===== src/rtl/dfs_pkg.sv =====
`timescale 1ns / 1ps
package dfs_pkg;

    localparam int CMD_W      = 3;
    localparam int MV_W       = 16;
    localparam int CNT_W      = 16;
    localparam int TIMER_W    = 5;
    localparam int ALARM_W    = 3;
    localparam int APB_ADDR_W = 5;
    localparam int APB_DATA_W = 32;

    localparam int RECOVERY_PASSES_DEF = 20;

    // commands
    localparam logic [CMD_W-1:0] CMD_MONITOR = 3'd0;
    localparam logic [CMD_W-1:0] CMD_TICK    = 3'd1;
    localparam logic [CMD_W-1:0] CMD_KICK    = 3'd2;
    localparam logic [CMD_W-1:0] CMD_CLEAR   = 3'd3;
    localparam logic [CMD_W-1:0] CMD_FORCE   = 3'd4;
    localparam logic [CMD_W-1:0] CMD_RELEASE = 3'd5;

    // register indexes (byte address / 4)
    localparam logic [2:0] REG_UVLO_THR   = 3'd0;
    localparam logic [2:0] REG_FB_LIMIT   = 3'd1;
    localparam logic [2:0] REG_WD_ENABLE  = 3'd2;
    localparam logic [2:0] REG_WD_TIMEOUT = 3'd3;
    localparam logic [2:0] REG_ALLOW_SW   = 3'd4;

    localparam logic [CNT_W-1:0] WD_TIMEOUT_RST = 16'd1000;

    // alarm bit positions
    localparam int ALARM_UVLO = 0;
    localparam int ALARM_FB   = 1;
    localparam int ALARM_WD   = 2;

    typedef struct packed {
        logic [CMD_W-1:0] cmd;
        logic [MV_W-1:0]  driver_mv;
        logic             uvlo_pin_ok;
        logic             feedback_missing;
        logic             eeprom_invalid;
        logic             other_faults;
    } t_in_item;

    typedef struct packed {
        logic               fault_line_ok;
        logic               mode_bit;
        logic               uvlo_fault;
        logic               feedback_fault;
        logic               watchdog_fault;
        logic               eeprom_fault;
        logic [ALARM_W-1:0] new_alarms;
        logic               kill_pulse;
        logic [CNT_W-1:0]   error_count;
    } t_out_item;

    typedef struct packed {
        logic [MV_W-1:0]  uvlo_threshold_mv;
        logic [CNT_W-1:0] feedback_error_limit;
        logic             watchdog_enable;
        logic [CNT_W-1:0] watchdog_timeout_ms;
        logic             allow_switching_without_feedback;
        logic             wd_clear;
    } t_cfg;

endpackage


===== src/rtl/dfs_if.sv =====
`timescale 1ns / 1ps
interface dfs_in_if
    import dfs_pkg::*;
();
    logic     valid;
    logic     ready;
    t_in_item data;

    modport source (output valid, output data, input ready);
    modport sink (input valid, input data, output ready);
endinterface

interface dfs_out_if
    import dfs_pkg::*;
();
    logic      valid;
    logic      ready;
    t_out_item data;

    modport source (output valid, output data, input ready);
    modport sink (input valid, input data, output ready);
endinterface


===== src/rtl/dfs_cfg.sv =====
`timescale 1ns / 1ps
module dfs_cfg
    import dfs_pkg::*;
(
    input  logic                  i_clk,
    input  logic                  i_rst_n,
    input  logic                  psel,
    input  logic                  penable,
    input  logic                  pwrite,
    input  logic [APB_ADDR_W-1:0] paddr,
    input  logic [APB_DATA_W-1:0] pwdata,
    output logic [APB_DATA_W-1:0] prdata,
    output logic                  pready,
    output t_cfg                  o_cfg
);

    logic [MV_W-1:0]  r_uvlo_thr;
    logic [CNT_W-1:0] r_fb_limit;
    logic             r_wd_enable;
    logic [CNT_W-1:0] r_wd_timeout;
    logic             r_allow_sw;
    logic             r_wd_clear;
    logic             wr_en;
    logic [2:0]       reg_idx;

    assign pready  = 1'b1;
    assign wr_en   = psel & penable & pwrite;
    assign reg_idx = paddr[APB_ADDR_W-1:2];

    always_ff @(posedge i_clk) begin
        if (!i_rst_n) begin
            r_uvlo_thr   <= '0;
            r_fb_limit   <= '0;
            r_wd_enable  <= 1'b0;
            r_wd_timeout <= WD_TIMEOUT_RST;
            r_allow_sw   <= 1'b1;
            r_wd_clear   <= 1'b0;
        end else begin
            r_wd_clear <= 1'b0;
            if (wr_en) begin
                case (reg_idx)
                    REG_UVLO_THR:   r_uvlo_thr   <= pwdata[MV_W-1:0];
                    REG_FB_LIMIT:   r_fb_limit   <= pwdata[CNT_W-1:0];
                    REG_WD_ENABLE: begin
                        r_wd_enable <= pwdata[0];
                        r_wd_clear  <= 1'b1;
                    end
                    REG_WD_TIMEOUT: r_wd_timeout <= pwdata[CNT_W-1:0];
                    REG_ALLOW_SW:   r_allow_sw   <= pwdata[0];
                    default: ;
                endcase
            end
        end
    end

    always_comb begin
        prdata = '0;
        case (reg_idx)
            REG_UVLO_THR:   prdata = {{(APB_DATA_W-MV_W){1'b0}}, r_uvlo_thr};
            REG_FB_LIMIT:   prdata = {{(APB_DATA_W-CNT_W){1'b0}}, r_fb_limit};
            REG_WD_ENABLE:  prdata = {{(APB_DATA_W-1){1'b0}}, r_wd_enable};
            REG_WD_TIMEOUT: prdata = {{(APB_DATA_W-CNT_W){1'b0}}, r_wd_timeout};
            REG_ALLOW_SW:   prdata = {{(APB_DATA_W-1){1'b0}}, r_allow_sw};
            default:        prdata = '0;
        endcase
    end

    assign o_cfg.uvlo_threshold_mv                = r_uvlo_thr;
    assign o_cfg.feedback_error_limit             = r_fb_limit;
    assign o_cfg.watchdog_enable                  = r_wd_enable;
    assign o_cfg.watchdog_timeout_ms              = r_wd_timeout;
    assign o_cfg.allow_switching_without_feedback = r_allow_sw;
    assign o_cfg.wd_clear                         = r_wd_clear;

endmodule


===== src/rtl/dfs_core.sv =====
`timescale 1ns / 1ps
module dfs_core
    import dfs_pkg::*;
#(
    parameter int RECOVERY_PASSES = RECOVERY_PASSES_DEF
) (
    input  logic      i_clk,
    input  logic      i_rst_n,
    input  t_cfg      i_cfg,
    input  logic      i_accept,
    input  t_in_item  i_item,
    output t_out_item o_item
);

    localparam logic [TIMER_W-1:0] TIMER_RELOAD = TIMER_W'(RECOVERY_PASSES);
    localparam logic [CNT_W-1:0]   CNT_MAX      = '1;

    logic               r_uvlo, r_fb, r_wd, r_ee, r_oth;
    logic [CNT_W-1:0]   r_miss;
    logic [TIMER_W-1:0] r_timer;
    logic [CNT_W-1:0]   r_wd_cnt;
    logic [1:0]         r_ctrl;

    logic               n_uvlo, n_fb, n_wd, n_ee, n_oth;
    logic [CNT_W-1:0]   n_miss;
    logic [TIMER_W-1:0] n_timer;
    logic [CNT_W-1:0]   n_wd_cnt;
    logic [1:0]         n_ctrl;
    logic [ALARM_W-1:0] n_alarms;
    logic               n_kill;

    logic               mode;
    logic               under;
    logic [TIMER_W-1:0] timer_dec;
    logic [CNT_W-1:0]   wd_lim;
    logic [CNT_W-1:0]   wd_base;
    logic [CNT_W-1:0]   wd_inc;

    assign mode      = ~i_cfg.allow_switching_without_feedback;
    assign timer_dec = r_timer - 1'b1;
    assign wd_lim    = (i_cfg.watchdog_timeout_ms == '0) ? CNT_W'(1)
                                                         : i_cfg.watchdog_timeout_ms;
    // an enable write just before a request already counts as cleared
    assign wd_base   = i_cfg.wd_clear ? '0 : r_wd_cnt;
    assign wd_inc    = wd_base + 1'b1;
    assign under     = (i_cfg.uvlo_threshold_mv != '0)
                     ? (i_item.driver_mv < i_cfg.uvlo_threshold_mv)
                     : ~i_item.uvlo_pin_ok;

    always_comb begin
        n_uvlo   = r_uvlo;
        n_fb     = r_fb;
        n_wd     = r_wd;
        n_ee     = r_ee;
        n_oth    = r_oth;
        n_miss   = r_miss;
        n_timer  = r_timer;
        n_wd_cnt = wd_base;
        n_ctrl   = r_ctrl;
        n_alarms = '0;
        n_kill   = 1'b0;
        case (i_item.cmd)
            CMD_MONITOR: begin
                n_ee   = i_item.eeprom_invalid;
                n_oth  = i_item.other_faults;
                n_uvlo = under;
                n_alarms[ALARM_UVLO] = under & ~r_uvlo;
                // line uses the feedback flag from before this pass
                n_ctrl = {mode, ~(under | r_fb | r_wd | i_item.eeprom_invalid
                                  | i_item.other_faults)};
                if (i_item.feedback_missing) begin
                    if (r_miss != CNT_MAX) begin
                        n_miss = r_miss + 1'b1;
                    end
                    n_timer = TIMER_RELOAD;
                end else if (timer_dec == '0) begin
                    n_timer = TIMER_RELOAD;
                    n_miss  = '0;
                end else begin
                    n_timer = timer_dec;
                end
                if (i_cfg.feedback_error_limit != '0) begin
                    if (n_miss > i_cfg.feedback_error_limit) begin
                        n_alarms[ALARM_FB] = ~r_fb;
                        n_fb = 1'b1;
                    end
                end else begin
                    n_fb = 1'b0;
                end
            end
            CMD_TICK: begin
                if (i_cfg.watchdog_enable) begin
                    if (wd_inc >= wd_lim) begin
                        n_alarms[ALARM_WD] = ~r_wd;
                        n_wd     = 1'b1;
                        n_kill   = 1'b1;
                        n_wd_cnt = '0;
                    end else begin
                        n_wd_cnt = wd_inc;
                    end
                end
            end
            CMD_KICK: begin
                if (i_cfg.watchdog_enable) begin
                    n_wd_cnt = '0;
                end
            end
            CMD_CLEAR: begin
                n_uvlo = 1'b0;
                n_fb   = 1'b0;
                n_wd   = 1'b0;
                n_ee   = 1'b0;
                n_oth  = 1'b0;
                n_miss = '0;
            end
            CMD_FORCE:   n_ctrl = {mode, 1'b0};
            CMD_RELEASE: n_ctrl = {mode, 1'b1};
            default: ;
        endcase
    end

    always_ff @(posedge i_clk) begin
        if (!i_rst_n) begin
            r_uvlo   <= 1'b0;
            r_fb     <= 1'b0;
            r_wd     <= 1'b0;
            r_ee     <= 1'b0;
            r_oth    <= 1'b0;
            r_miss   <= '0;
            r_timer  <= TIMER_RELOAD;
            r_wd_cnt <= '0;
            r_ctrl   <= '0;
        end else if (i_accept) begin
            r_uvlo   <= n_uvlo;
            r_fb     <= n_fb;
            r_wd     <= n_wd;
            r_ee     <= n_ee;
            r_oth    <= n_oth;
            r_miss   <= n_miss;
            r_timer  <= n_timer;
            r_wd_cnt <= n_wd_cnt;
            r_ctrl   <= n_ctrl;
        end else if (i_cfg.wd_clear) begin
            r_wd_cnt <= '0;
        end
    end

    assign o_item.fault_line_ok  = n_ctrl[0];
    assign o_item.mode_bit       = n_ctrl[1];
    assign o_item.uvlo_fault     = n_uvlo;
    assign o_item.feedback_fault = n_fb;
    assign o_item.watchdog_fault = n_wd;
    assign o_item.eeprom_fault   = n_ee;
    assign o_item.new_alarms     = n_alarms;
    assign o_item.kill_pulse     = n_kill;
    assign o_item.error_count    = n_miss;

endmodule


===== src/rtl/driver_fault_supervisor_unit.sv =====
`timescale 1ns / 1ps
// a request accepted at an edge has its result registered and valid from that edge on
// throughput: one request per cycle unless output stalls; state and result write together
// input ready stays high while the result register is empty or being taken
// reset (i_rst_n low, synchronous): all fault flags, counts and control bits cleared,
// recovery timer at its reload value, registers at their reset values, no result pending
module driver_fault_supervisor_unit
    import dfs_pkg::*;
#(
    parameter int RECOVERY_PASSES = RECOVERY_PASSES_DEF
) (
    input  logic                  i_clk,
    input  logic                  i_rst_n,
    dfs_in_if.sink                i_in,
    dfs_out_if.source             o_out,
    input  logic                  psel,
    input  logic                  penable,
    input  logic                  pwrite,
    input  logic [APB_ADDR_W-1:0] paddr,
    input  logic [APB_DATA_W-1:0] pwdata,
    output logic [APB_DATA_W-1:0] prdata,
    output logic                  pready
);

    t_cfg      cfg;
    t_out_item core_item;
    logic      accept;
    logic      r_out_valid;
    t_out_item r_out_item;

    dfs_cfg u_cfg (
        .i_clk   (i_clk),
        .i_rst_n (i_rst_n),
        .psel    (psel),
        .penable (penable),
        .pwrite  (pwrite),
        .paddr   (paddr),
        .pwdata  (pwdata),
        .prdata  (prdata),
        .pready  (pready),
        .o_cfg   (cfg)
    );

    dfs_core #(
        .RECOVERY_PASSES (RECOVERY_PASSES)
    ) u_core (
        .i_clk    (i_clk),
        .i_rst_n  (i_rst_n),
        .i_cfg    (cfg),
        .i_accept (accept),
        .i_item   (i_in.data),
        .o_item   (core_item)
    );

    assign i_in.ready = ~r_out_valid | o_out.ready;
    assign accept     = i_in.valid & i_in.ready;

    always_ff @(posedge i_clk) begin
        if (!i_rst_n) begin
            r_out_valid <= 1'b0;
        end else if (accept) begin
            r_out_valid <= 1'b1;
        end else if (o_out.ready) begin
            r_out_valid <= 1'b0;
        end
    end

    always_ff @(posedge i_clk) begin
        if (accept) begin
            r_out_item <= core_item;
        end
    end

    assign o_out.valid = r_out_valid;
    assign o_out.data  = r_out_item;

endmodule

===== src/flat_wrapper.sv =====
// flat-port wrapper written by rule: the top's interface ports become plain ports
module driver_fault_supervisor_unit_flat import dfs_pkg::*;
#(
    parameter int RECOVERY_PASSES = RECOVERY_PASSES_DEF
)
  (i_clk, i_rst_n, psel, penable, pwrite, paddr, pwdata, prdata, pready, i_in_valid, i_in_data, i_in_ready, o_out_valid, o_out_data, o_out_ready);
  dfs_in_if i_in_i ();
  dfs_out_if o_out_i ();
  input  logic i_clk;
  input  logic i_rst_n;
  input  logic psel;
  input  logic penable;
  input  logic pwrite;
  input  logic [APB_ADDR_W-1:0] paddr;
  input  logic [APB_DATA_W-1:0] pwdata;
  output logic [APB_DATA_W-1:0] prdata;
  output logic pready;
  input wire logic [$bits(i_in_i.valid)-1:0] i_in_valid;
  input wire logic [$bits(i_in_i.data)-1:0] i_in_data;
  output wire logic [$bits(i_in_i.ready)-1:0] i_in_ready;
  output wire logic [$bits(o_out_i.valid)-1:0] o_out_valid;
  output wire logic [$bits(o_out_i.data)-1:0] o_out_data;
  input wire logic [$bits(o_out_i.ready)-1:0] o_out_ready;
  assign i_in_i.valid = i_in_valid;
  assign i_in_i.data = i_in_data;
  assign i_in_ready = i_in_i.ready;
  assign o_out_valid = o_out_i.valid;
  assign o_out_data = o_out_i.data;
  assign o_out_i.ready = o_out_ready;
  driver_fault_supervisor_unit #(.RECOVERY_PASSES(RECOVERY_PASSES)) u_core (.i_clk(i_clk), .i_rst_n(i_rst_n), .i_in(i_in_i), .o_out(o_out_i), .psel(psel), .penable(penable), .pwrite(pwrite), .paddr(paddr), .pwdata(pwdata), .prdata(prdata), .pready(pready));
endmodule

===== config.mk =====
export PLATFORM = sky130hd
export DESIGN_NAME = driver_fault_supervisor_unit_flat
export DESIGN_NICKNAME = d
export VERILOG_FILES = /design/src/rtl/dfs_pkg.sv /design/src/rtl/dfs_if.sv /design/src/rtl/dfs_cfg.sv /design/src/rtl/dfs_core.sv /design/src/rtl/driver_fault_supervisor_unit.sv /design/src/flat_wrapper.sv
export SDC_FILE = /design/constraint.sdc
export NUM_CORES = 1
export LEC_CHECK = 0
export ABC_CLOCK_PERIOD_IN_PS = 5600
export BUFFER_PORTS_ARGS = -buffer_cell sky130_fd_sc_hd__buf_2
export CORE_ASPECT_RATIO = 0.75
export CORE_MARGIN = 3
export CORE_UTILIZATION = 50
export DETAILED_ROUTE_END_ITERATION = 10
export PLACE_DENSITY = 0.72
export SLEW_MARGIN = 25
export SYNTH_ARGS = -nofsm -noshare
export SYNTH_HDL_FRONTEND = slang
export SYNTH_SLANG_ARGS = --single-unit

===== constraint.sdc =====
create_clock -name i_clk -period 5.6 [get_ports i_clk]
set_input_delay 0.56 -clock i_clk [delete_from_list [all_inputs] [get_ports i_clk]]
set_output_delay 0.56 -clock i_clk [all_outputs]
set_load 0.005 [all_outputs]

; ---- Word level (Yosys, flattened, before mapping)
; Cells that the tools add are included.
; Widths: inputs -> output; s select.
[classes]
reduce_logical = 17
n_mux = 29
bitwise_logic = 16
magnitude_cmp = 3
n_eq_ne = 10
add_sub_neg = 3
[ops]
columns = operator, count
row1 = $mux 16, 10
row2 = $pmux 16 s5, 1
row3 = $pmux 16 s2, 2
row4 = $add 16x1->16 const B, 2
row5 = $reduce_bool 16->1, 2
row6 = $ge 16x16->1, 1
row7 = $gt 16x16->1, 1
row8 = $logic_not 16->1, 1
row9 = $lt 16x16->1, 1
row10 = $ne 16x16->1 const B, 1
row11 = $reduce_and 2->1, 8
row12 = $eq 3x2->1 const B, 4
row13 = $mux 5, 2
row14 = $eq 3x3->1 const B, 3
row15 = $mux 1, 9
row16 = $pmux 1 s2, 4
row17 = $not 1->1, 7
row18 = $eq 3x1->1 const B, 2
row19 = $logic_not 3->1, 2
row20 = $pmux 2 s3, 1
row21 = $reduce_and 3->1, 2
row22 = $logic_not 5->1, 1
row23 = $or 1x1->1, 5
row24 = $sub 5x1->5 const B, 1
row25 = 2 further kinds, 5
[word_totals]
out_inout_bits = 61
regBits = 121
elab_cells = 104
inputBits = 67

; ---- Longest topological paths before layout
[logic_depth]
depth_word = 9
ltp_mapped = 17
ltp_nobuf = 16

; ---- By module
; Synthesis repeated with hierarchy kept, for this count alone.
[hier_totals]
cells_unflattened = 926
hier_area_um2 = 7770.0
[modules_own_cells]
columns = mod, cells_per_inst, area_per_inst_um2, instances
row1 = dfs_core, 619, 4391.7, 1
row2 = dfs_cfg, 276, 2539.9, 1
row3 = driver_fault_supervisor_unit, 31, 838.3, 1

; ---- Worst setup path before layout
; No wires, ideal clock.
[synth_timing]
kind = register -> register
from = register u_core.u_cfg.r_wd_clear
to = register u_core.u_core.r_wd_cnt[7]
path_stages_with_launch = 17
t_arrival_ns = 3.486
slack_ns = 2.045
path_buffers = 2
path_cell_list = dfxtp_1 clkbuf_1 nor2b_1 ha_1 nand2_1 nor4_1 nor2_1 or2_2 ha_1 a21oi_2 o21ai_2 a2111oi_2 a221oi_2 nor4_4 buf_6 nand3_2 o21ai_1
[synth_via]
elab_chain_cells = 7
[synth_lines]
columns = element, line_no
row1 = "start, declared", dfs_cfg.sv:22  ; logic r_wd_clear;
row2 = "start signal, assigned", dfs_cfg.sv:37  ; r_wd_clear <= 1'b0;
row3 = "start signal, assigned", dfs_cfg.sv:39  ; r_wd_clear <= 1'b0;
row4 = "start signal, assigned", dfs_cfg.sv:46  ; r_wd_clear <= 1'b1;
row5 = $mux 16 (*), n/a
row6 = $add 16x1->16, dfs_core.sv:45  ; assign wd_inc = wd_base + 1'b1;
row7 = $ge 16x16->1, dfs_core.sv:93  ; if (wd_inc >= wd_lim) begin
row8 = $mux 16, dfs_core.sv:93
row9 = $mux 16, dfs_core.sv:92  ; if (i_cfg.watchdog_enable) begin
row10 = $pmux 16 s2, dfs_core.sv:62  ; case (i_item.cmd)
row11 = $mux 16 (*), dfs_core.sv:133  ; end else if (i_accept) begin
row12 = "end signal, assigned", dfs_core.sv:141  ; r_wd_cnt <= n_wd_cnt;
row13 = "end, declared", dfs_core.sv:21  ; logic [CNT_W-1:0] r_wd_cnt;
; Mark *: on every way between the ends. The rest lies on a longest branch, timed or not.
; A chain may end at the register's enable or synchronous reset.

; ---- Final worst setup path
[layout_timing]
from = register u_core.u_cfg.r_wd_clear
to = register u_core.u_core.r_wd_cnt[6]
; Same word-level chain as after synthesis.

==> reports/summary.txt <==
fin. max-slew vios = 0
worst path bufs/invs = 1
Worst-path clk slew = 60 ps
most frequent cells in the layout = nand2_1 (147), dfxtp_1 (95), buf_2 (92)
M1 WL = 10200 µm
routed wire length on met3 = 1820 µm
Max Buffers Root-to-Sink = 2
Final nets = 1135
pwr dens = 251 mW/mm²
Period Utilization, post-route = 0.769
Slew headroom = 0.338
leakage power of the design = 3.46 nW
status = finished clean
commonest non-fill, non-tap cell in the layout = nand2_1
final hold vios = 0
Worst setup SP type = flop
row count = 38
WL final = 20800 µm
VDD IR-drop max = 0.242 mV
slowest stage delay, CP = 740 ps
remaining antenna violation count = 0
actual slew at the worst max-slew pin = 985 ps
# clock sinks = 121
WL/cell = 16.9 µm
uppermost layer routed = met5
synthesized area = 0.00759 mm²
synth unique cells = 70
final non-filler cell total = 1230
Clock Root Buffer = clkbuf_16
1st-iter DRT viols = 614
Final TNS setup = 0 ps
number of diodes = 0
Min-Delay Path Class = input port to flop
area grow syn2layout = 14.5%
Synth top area share = 0.251
H-tree depth = 4
Core Box Area = 0.0146 mm²
number of synthesized flops with an enable pin = 26
1st-pass router iterations = 5
CTS tree = done
RSZ-0062 raised after global routing = false
asr flop ratio synth = 0
CP Capture Point = u_core.u_core.r_wd_cnt[6]
Area contributors post-synth = dfxtp_1 (25%), edfxtp_1 (10%), ha_1 (8.4%)
first-pass GRT wire length = 33100 µm
io pins = 128
vias in the first global route = 6325
CP Class = flop to flop
dpl hpwl = 14800 µm
critical path, cell by cell = buf_4 > nor2b_1 > ha_1 > nand2_1 > nor4_1 > nor2_1 > or2_2 > ha_1 > a21oi_2 > o21ai_2 > a2111oi_2 > a221oi_2 > nor4_4 > o21ai_0 > o21ai_0
largest net degree at the start of global routing = 85
initial antenna violation count = 1
Final Util = 0.593
Req. time, crit path = 5930 ps
dpl cells = 1198
critical-path maximum fanout = 27
Clock Skews = 7.77 ps
Crit path depth = 15
Post-synth top flop = dfxtp_1
hold buffer count at CTS = 0
Seq/Total Area, Yosys = 0.354
critical path arrival = 4630 ps
die height = 113 µm
Synth area leader = dfxtp_1
PostCTS Resize Cnt = 0
RR Startpoint = u_core.u_cfg.r_wd_clear
R2R setup slack = 1290 ps
routability cong. = 0.900
vias after detailed routing = 6984
Starting Density = 0.518
CTS Buf Count = 17
die footprint = 0.0167 mm²
GRT Overall Usage = 0.248
post-synthesis cell count = 949
met2 wire len = 8540 µm
fmax = 232 MHz
buffer count from post-CTS setup fixing = 0
GRT overflow = 0
proportion of layout cells with a drive suffix above 1 = 0.156
Final min period = 4310 ps
R2R depth = 15
Yosys reg bits = 121
port bufs = 92
YS warnings = 0
DRC Markers = 0
Mean Syn Cell Area = 8.00 µm²
slowest library cell on the worst path = nor4_4
Die X = 148 µm
Max Cap Violations = 0
routed vias/inst = 5.68
Worst-Skew Late Latency = 410 ps
Reg-to-Reg End = u_core.u_core.r_wd_cnt[6]
CP delay by family, top = simple AND/OR/NAND/NOR gates
crit path from = u_core.u_cfg.r_wd_clear
kind of end point of the critical path = flop
final setup vio count = 0
total power = 0.00218 W
[through the flow]
step / area [µm²] / hold slack [ps] / setup slack, ps
5_1_grt: 8680 / 403 / 730
3_3_place_gp: 8090 / 454 / 1380
2_1_floorplan: 7640 / 444 / 2050
3_5_place_dp: 8090 / 459 / 1330
6_report: 8680 / 413 / 1290
4_1_cts: 8680 / 395 / 1310
[power breakdown]
group,total (W),switching (W),leakage (nW),internal [W]
registers,0.000914,0.00000814,1.03,0.000906
logic,0.000161,0.000103,2.15,0.0000587
clock network,0.00110,0.000438,0.286,0.000664
[per-layer routing]
layer,vias up,track usage
met5,-,0
met4,2,0.0726
met3,25,0.0638
met2,293,0.344
met1,3211,0.376
li1,3453,-
[layout make-up]
| cell class | instances | area [µm²] |
|---|---|---|
| timing repair buffer | 98 | 505 |
| clock buffer | 17 | 425 |
| clock inverter | 15 | 164 |
| tap | 200 | 250 |
| multi-input combinational | 719 | 4430 |
| inverter | 60 | 225 |
| fill | 1363 | 5960 |
| sequential | 121 | 2680 |
[worst min-delay path, delay by kind of cell]
| kind | cells | cell delay [ps] |
|---|---|---|
| compound gates | 1 | 60 |
| buf+inv | 2 | 150 |
[cells in the mapped netlist, types with 5 or more instances]
cell type	count
buf_2	8
a21boi_0	47
or2_2	10
xnor2_1	8
and2_1	8
nor2b_1	18
o21ai_0	59
inv_1	60
nor3_1	16
a21o_1	5
o211ai_1	9
a22oi_1	5
nor4_1	15
o31ai_1	8
edfxtp_1	26
nand2b_1	16
a22o_1	6
nand4_1	22
clkbuf_1	34
nand2_1	147
a21oi_1	50
ha_1	51
o221a_2	5
dfxtp_1	95
nor2_1	84
buf_4	17
nand3_1	25
mux2i_1	23
[state kept, by name, indices dropped and copies added, names as in the netlist, 2 cells and up]
register                   count
u_core.o_out.data             26
u_core.u_cfg.r_fb_limit       16
u_core.u_cfg.r_uvlo_thr       16
u_core.u_cfg.r_wd_timeout     16
u_core.u_core.r_ctrl           2
u_core.u_core.r_miss          16
u_core.u_core.r_timer          5
u_core.u_core.r_wd_cnt        16
[how the worst min path moves through the flow]
stage,startpoint,to,slack (ps),depth (start not counted)
floorplan,u_core.u_core.r_ctrl[1],u_core.u_core.r_ctrl[1],440,2
global placement,u_core.u_core.r_ctrl[1],u_core.u_core.r_ctrl[1],450,2
detailed placement,u_core.u_core.r_ctrl[1],u_core.u_core.r_ctrl[1],460,2
CTS,i_in_valid,u_core.o_out.valid,390,3
global route,i_in_valid,u_core.o_out.valid,400,3
finish,i_in_valid,u_core.o_out.valid,410,3
[logic make-up (layout without fill, tap and decap cells)]
family / after synthesis / in the layout / synth area share
AOI/OAI and AO/OA: 226 / 226 / 0.195
xor gates and xnor gates: 11 / 11 / 0.0127
adders and majority gates: 51 / 51 / 0.0841
buffers and inverters: 124 / 190 / 0.0724
DFF: 121 / 121 / 0.354
muxes: 24 / 24 / 0.0318
other: 2 / 17 / 0.000990
and+or+nand+nor: 390 / 390 / 0.249
Power figures use the tool's default switching activity.
